--- config.mk ---
export PLATFORM = sky130hd
export DESIGN_NAME = double_ended_queue_top
export DESIGN_NICKNAME = d
export VERILOG_FILES = /design/src/rtl/core/deq_pkg.sv /design/src/rtl/core/deq_store.sv /design/src/rtl/core/deq_ctrl.sv /design/src/rtl/core/double_ended_queue_top.sv
export SDC_FILE = /design/constraint.sdc
export NUM_CORES = 1
export LEC_CHECK = 0
export BUFFER_PORTS_ARGS = -buffer_cell sky130_fd_sc_hd__buf_4
export CORE_MARGIN = 5
export CORE_UTILIZATION = 55
export DETAILED_ROUTE_END_ITERATION = 7
export PLACE_DENSITY = 0.72
export SETUP_SLACK_MARGIN = 0.05
export SLEW_MARGIN = 20
export SYNTH_ARGS = -nofsm -noshare
export SYNTH_HDL_FRONTEND = slang
export SYNTH_SLANG_ARGS = --single-unit
--- constraint.sdc ---
create_clock -name clk_i -period 6.5 [get_ports clk_i]
set_clock_uncertainty 0.1 [all_clocks]
set_input_delay 0.65 -clock clk_i [delete_from_list [all_inputs] [get_ports clk_i]]
set_output_delay 0.65 -clock clk_i [all_outputs]
set_load 0.005 [all_outputs]
--- src/rtl/core/deq_pkg.sv ---
// deq_pkg: shared types and constants for the double-ended queue
// no dependencies; imported by deq_store, deq_ctrl and double_ended_queue_top
`timescale 1ns / 1ps

package deq_pkg;

  // ring depth; index arithmetic wraps by truncation, so this stays a power of two
  localparam int Depth = 16;
  localparam int IdxW  = $clog2(Depth);
  localparam int CntW  = $clog2(Depth + 1);
  localparam int DataW = 32;

  typedef enum logic [1:0] {
    KindPushFront = 2'd0,
    KindPushBack  = 2'd1,
    KindPopFront  = 2'd2,
    KindPopBack   = 2'd3
  } deq_kind_e;

  typedef enum logic [1:0] {
    StDone  = 2'd0,
    StEmpty = 2'd1,
    StFull  = 2'd2
  } deq_status_e;

  typedef struct packed {
    deq_kind_e                kind;
    logic signed [DataW-1:0]  value;
  } deq_in_t;

  typedef struct packed {
    deq_status_e              status;
    logic signed [DataW-1:0]  popped;
    logic [CntW-1:0]          occupancy;
  } deq_out_t;

  // one access to the slot memory
  typedef struct packed {
    logic             we;
    logic             re;
    logic [IdxW-1:0]  addr;
    logic [DataW-1:0] wdata;
  } deq_mem_req_t;

  // result fields that do not come from the memory
  typedef struct packed {
    deq_status_e      status;
    logic             pop_ok;
    logic [CntW-1:0]  occupancy;
  } deq_meta_t;

endpackage

--- src/rtl/core/deq_store.sv ---
// deq_store: slot memory of the queue, one port, registered read data
// depends on deq_pkg
`timescale 1ns / 1ps

module deq_store (
  input  logic                 clk_i,
  input  deq_pkg::deq_mem_req_t req_i,
  output logic [deq_pkg::DataW-1:0] rdata_o
);
  import deq_pkg::*;

  logic [DataW-1:0] mem [Depth];
  logic [DataW-1:0] rdata_q;

  always_ff @(posedge clk_i) begin
    if (req_i.we) begin
      mem[req_i.addr] <= req_i.wdata;
    end
    if (req_i.re) begin
      rdata_q <= mem[req_i.addr];
    end
  end

  assign rdata_o = rdata_q;

endmodule

--- src/rtl/core/deq_ctrl.sv ---
// deq_ctrl: front index and entry count, slot address and result status
// depends on deq_pkg
`timescale 1ns / 1ps

module deq_ctrl (
  input  logic                  clk_i,
  input  logic                  rst_ni,
  input  logic                  accept_i,
  input  deq_pkg::deq_in_t      in_i,
  output deq_pkg::deq_mem_req_t req_o,
  output deq_pkg::deq_meta_t    meta_o
);
  import deq_pkg::*;

  logic [IdxW-1:0] front_q, front_d;
  logic [CntW-1:0] count_q, count_d;
  deq_meta_t       meta_q, meta_d;
  logic            full, empty;
  logic [IdxW-1:0] back_pos;

  assign full     = (count_q == CntW'(Depth));
  assign empty    = (count_q == '0);
  assign back_pos = front_q + count_q[IdxW-1:0];

  always_comb begin
    front_d        = front_q;
    count_d        = count_q;
    req_o.we       = 1'b0;
    req_o.re       = 1'b0;
    req_o.addr     = front_q;
    req_o.wdata    = in_i.value;
    meta_d.status  = StDone;
    meta_d.pop_ok  = 1'b0;
    case (in_i.kind)
      KindPushFront: begin
        if (full) begin
          meta_d.status = StFull;
        end else begin
          front_d    = front_q - 1'b1;
          count_d    = count_q + 1'b1;
          req_o.we   = accept_i;
          req_o.addr = front_q - 1'b1;
        end
      end
      KindPushBack: begin
        if (full) begin
          meta_d.status = StFull;
        end else begin
          count_d    = count_q + 1'b1;
          req_o.we   = accept_i;
          req_o.addr = back_pos;
        end
      end
      KindPopFront: begin
        if (empty) begin
          meta_d.status = StEmpty;
        end else begin
          front_d       = front_q + 1'b1;
          count_d       = count_q - 1'b1;
          req_o.re      = accept_i;
          meta_d.pop_ok = 1'b1;
        end
      end
      KindPopBack: begin
        if (empty) begin
          meta_d.status = StEmpty;
        end else begin
          count_d       = count_q - 1'b1;
          req_o.re      = accept_i;
          req_o.addr    = back_pos - 1'b1;
          meta_d.pop_ok = 1'b1;
        end
      end
      default: begin
        meta_d.status = StDone;
      end
    endcase
    meta_d.occupancy = count_d;
  end

  always_ff @(posedge clk_i or negedge rst_ni) begin
    if (!rst_ni) begin
      front_q <= '0;
      count_q <= '0;
      meta_q  <= '0;
    end else if (accept_i) begin
      front_q <= front_d;
      count_q <= count_d;
      meta_q  <= meta_d;
    end
  end

  assign meta_o = meta_q;

endmodule

--- src/rtl/core/double_ended_queue_top.sv ---
// double_ended_queue_top: double-ended queue of signed 32-bit values in a ring store
// depends on deq_pkg, deq_ctrl, deq_store
//
//   channel | direction | handshake               | payload
//   in      | request   | in_valid_i / in_stall_o  | in_data_i  (kind, value)
//   out     | result    | out_valid_o / out_stall_i| out_data_o (status, popped, occupancy)
//
// one request per cycle while the result is not stalled; its result appears in the cycle
// after acceptance, set by the registered read data of the slot memory.
// the pointer update and the slot access both happen at the accepting edge, so
// back-to-back requests on the same slot need no forwarding.
// reset clears the front index and entry count; slot contents stay undefined.
// a stalled result holds, and a new request is taken only when it leaves.
`timescale 1ns / 1ps

module double_ended_queue_top (
  input  logic              clk_i,
  input  logic              rst_ni,
  input  logic              in_valid_i,
  output logic              in_stall_o,
  input  deq_pkg::deq_in_t  in_data_i,
  output logic              out_valid_o,
  input  logic              out_stall_i,
  output deq_pkg::deq_out_t out_data_o
);
  import deq_pkg::*;

  logic             accept;
  logic             out_valid_q, out_valid_d;
  deq_mem_req_t     mem_req;
  deq_meta_t        meta;
  logic [DataW-1:0] rdata;

  assign in_stall_o = out_valid_q && out_stall_i;
  assign accept     = in_valid_i && !in_stall_o;

  deq_ctrl u_ctrl (
    .clk_i    (clk_i),
    .rst_ni   (rst_ni),
    .accept_i (accept),
    .in_i     (in_data_i),
    .req_o    (mem_req),
    .meta_o   (meta)
  );

  deq_store u_store (
    .clk_i   (clk_i),
    .req_i   (mem_req),
    .rdata_o (rdata)
  );

  always_comb begin
    out_valid_d = out_valid_q;
    if (accept) begin
      out_valid_d = 1'b1;
    end else if (!out_stall_i) begin
      out_valid_d = 1'b0;
    end
  end

  always_ff @(posedge clk_i or negedge rst_ni) begin
    if (!rst_ni) begin
      out_valid_q <= 1'b0;
    end else begin
      out_valid_q <= out_valid_d;
    end
  end

  assign out_valid_o          = out_valid_q;
  assign out_data_o.status    = meta.status;
  assign out_data_o.occupancy = meta.occupancy;
  // empty pop reads back all ones, a push reads back zero
  assign out_data_o.popped    = meta.pop_ok ? $signed(rdata) :
                                (meta.status == StEmpty) ? -32'sd1 : 32'sd0;

  a_result_follows : assert property (@(posedge clk_i) disable iff (!rst_ni)
    accept |=> out_valid_o)
    else $error("accepted request produced no result");

  a_occ_bound : assert property (@(posedge clk_i) disable iff (!rst_ni)
    out_valid_o |-> (out_data_o.occupancy <= CntW'(Depth)))
    else $error("occupancy beyond depth");

  a_full_occ : assert property (@(posedge clk_i) disable iff (!rst_ni)
    (out_valid_o && out_data_o.status == StFull) |->
      (out_data_o.occupancy == CntW'(Depth) && out_data_o.popped == 32'sd0))
    else $error("dropped push with queue not full");

  a_empty_pop : assert property (@(posedge clk_i) disable iff (!rst_ni)
    (out_valid_o && out_data_o.status == StEmpty) |->
      (out_data_o.occupancy == '0 && out_data_o.popped == -32'sd1))
    else $error("empty pop with entries held");

endmodule
==> impl_metrics.py <==
metrics = {
    "status": {
        "status": "finished clean",
    },
    "floorplan": {
        "die_area_um2": 47300,
        "die_h_um": 218,
        "ioPinCount": 79,
        "die_w_um": 218,
        "core.rowCount": 76,
        "core_area_um2": 42900,
        "start_util_pct": 55.2,
    },
    "grt": {
        "gr-total-overflow": 0,
        "grt_max_degree": 131,
        "grtUsageTotal_pct": 25.3,
        "grt_pass1_vias": 14900,
        "antenna_found_initial": 0,
        "grt_pass1_wl_um": 92900,
    },
    "route": {
        "route.met2.wl_um": 28600,
        "num_vias": 15300,
        "drt_first_pass_iters": 6,
        "highest_layer": "met4",
        "via_per_inst": 6.69,
        "dr_wl_met3_um": 5140,
        "wl_met1_um": 25400,
        "wirelength_um": 60500,
        "wl_per_cell_um": 26.4,
        "drt_iter0_markers": 2150,
        "drc": 0,
        "ant_nets": 0,
    },
    "setup_path": {
        "r2r_slack_ns": 1.20,
        "start_kind": "flop",
        "reg2regPathDepth": 7,
        "crit_fanout": 35,
        "cp_data_required_time_ns": 6.60,
        "crit_start": "u_ctrl.count_q[1]",
        "slowest_stage": "nor2_4",
        "crit_path_end": "u_store.mem[3][13]",
        "endpoint_kind": "flop",
        "worstPathArrival_ns": 5.40,
        "rr_endpoint": "u_store.mem[3][13]",
        "crit_path_max_incr_delay_ns": 1.11,
        "path_cells": "nor4_2, a2111o_1, nor3_1, a2111oi_0, and3_1, nand2_2, nor2_4",
        "r2r-start": "u_ctrl.count_q[1]",
        "critPathKind": "reg -> reg",
    },
    "sta": {
        "setup-tns-final_ns": 0,
        "worst_slew_pin_slew_ns": 1.15,
        "post-route-min-period_ns": 5.30,
        "finalHoldViolations": 0,
        "slew_headroom_pct": 22.9,
        "finalSetupViolCount": 0,
        "fin_crit_sh_pct": 81.5,
        "slew_viol_final": 0,
        "rsz0062_at_grt": "no",
        "max_freq_mhz": 189,
    },
    "clock_tree": {
        "clock_latency_ns": 0.61,
        "ctsResizeCount": 0,
        "clkSinkCount": 557,
        "numCtsBuffers": 55,
        "root_buffer": "clkbuf_16",
        "htreeDepth": 2,
        "clockBufferDepth": 3,
        "cts_tree": "done",
        "clkSlewWorstSetupHoldPaths_ns": 0.06,
    },
    "synthesis": {
        "yosysSeqAreaShare_pct": 70.3,
        "ys_warn_count": 0,
        "syn_nets": 1719,
        "syn-instance-count": 1670,
        "synth-edff-count": 544,
        "synth_ff_type": "edfxtp_1",
        "synth-async-reset-ratio_pct": 2.33,
        "synthesis.area_um2": 23700,
        "synth.avg_cell_area_um2": 14.2,
        "synth_seq_cells": 557,
        "ys_types": 61,
    },
    "power": {
        "swShare_pct": 41.3,
        "power_leakage_uw": 0.00895,
        "clkPwrFrac_pct": 20.7,
        "power_per_cell_area_nw_per_um2": 553,
        "p_sw_uw": 6040,
        "vdd_drop_max_v": 0.000535,
        "power.share.sequential_pct": 31.7,
        "p_comb_share_pct": 47.6,
        "p_int_uw": 8600,
    },
    "layout": {
        "num_antenna_cells": 0,
        "fillers": 3149,
        "final_cells": 2287,
        "final_area_um2": 26500,
        "drive_above_1_share_pct": 13.2,
        "mostFrequentLayoutCells": "edfxtp_1 (544), o21ai_0 (163), nand2_1 (115), buf_4 (106)",
        "area_growth_pct": 11.7,
        "final_common_cell": "edfxtp_1",
        "fin_nets": 1712,
        "utilization_pct": 61.7,
    },
    "place": {
        "post-dp-hpwl_um": 33100,
        "gp_congestion": 0.822,
        "portBuffers": 78,
        "dpl.cell_count": 2189,
        "dpl_cell_area_um2": 24700,
    },
    "hold_path": {
        "hold_path_class": "in -> reg",
    },
    "flow_run": {
        "maxCapViolCount": 0,
    },
}
[critical path: cells and delay by family, from the launching register on]
family,cells,cell delay (ns)
flip-flops,1,0.49
AO/OA/AOI/OAI,2,1.13
AND/OR/NAND/NOR,5,3.12
[worst min path at each step]
stage / start / to / slack (ns) / depth (start not counted)
floorplan: rst_ni / out_valid_o / 0.25 / 0
global placement: u_ctrl.meta_o[6] / u_ctrl.meta_o[6] / 0.41 / 2
detailed placement: u_ctrl.meta_o[6] / u_ctrl.meta_o[6] / 0.40 / 2
CTS: in_valid_i / out_valid_o / 0.14 / 2
global route: in_valid_i / out_valid_o / 0.15 / 2
finish: in_valid_i / out_valid_o / 0.17 / 2
[synthesized netlist by cell type (all sizes together) (5+ instances only)]
cell type | instances | area [um^2]
and3 | 38 | 238
nor2 | 23 | 86.3
a211o | 31 | 272
a21o | 35 | 263
nor3b | 5 | 37.5
edfxtp | 544 | 16300
mux2i | 32 | 324
nand3 | 11 | 55.1
dfrtp | 13 | 325
o221ai | 32 | 280
inv | 41 | 154
buf | 53 | 307
ha | 9 | 113
nand4 | 32 | 200
nor3 | 7 | 35.0
a32o | 31 | 310
a32oi | 64 | 561
a311oi | 64 | 561
clkbuf | 123 | 465
o21ai | 164 | 821
o211ai | 33 | 253
xnor2 | 8 | 70.1
nand2 | 120 | 450
nand2b | 5 | 31.3
a21oi | 39 | 195
a22oi | 63 | 473
mux2 | 6 | 67.6
[flip-flops by register name (all words and copies together), names as in the netlist]
register         cells
out_valid_o          1
u_ctrl.count_q       5
u_ctrl.front_q       4
u_ctrl.meta_o        3
u_store.mem        512
u_store.rdata_o     32
[cell families (layout without fill, tap and decap cells)]
group                    after synthesis  after routing  share of synthesized area, %
AO/OA/AOI/OAI                        579            579                          17.7
XOR/XNOR                              12             12                         0.565
adder cells (fa/ha/maj)               11             11                         0.644
buffers and inverters                217            249                          3.91
flip-flops                           557            557                          70.3
multiplexers                          38             38                          1.65
AND/OR/NAND/NOR                      256            256                          5.24
[through the flow]
stage	power, uW	hold slack, ns	setup WS (ns)
finish	14600	0.167	1.20
global route	15400	0.148	0.842
CTS	14600	0.136	1.15
detailed placement	11600	0.404	1.17
global placement	11400	0.408	1.26
floorplan	9530	0.254	1.93
[routing by layer]
metal | up-vias | GRT usage, %
li1 | 6715 | -
met2 | 766 | 39.3
met3 | 92 | 5.59
met4 | 0 | 6.28
met1 | 7735 | 37.1
met5 | - | 0
[cell type report]
type                       instances  area [um^2]  area share [%]
inverter                          41          154           0.581
tap                              585          732            2.77
sequential                       557        16700            62.9
clock inverter                    25          231           0.874
clock buffer                      71         1460            5.51
timing repair buffer             112          921            3.48
multi-input combinational        896         6310            23.9
[what timing repair did]
action                                 4_1_cts  5_1_grt
hold buffers                                 1        0
endpoints found under the hold margin       13        0
setup buffers                                0        0
[power by group through the flow]
stage | Combinational [uW] | Clock (uW) | Sequential [uW]
after floorplan | 4920 | 0 | 4610
after global placement | 6740 | 0 | 4700
after detailed placement | 6870 | 0 | 4710
after CTS | 6910 | 3070 | 4630
after global routing | 7540 | 3240 | 4670
final | 6970 | 3040 | 4640
No activity file was read; power rests on OpenSTA's default activity.
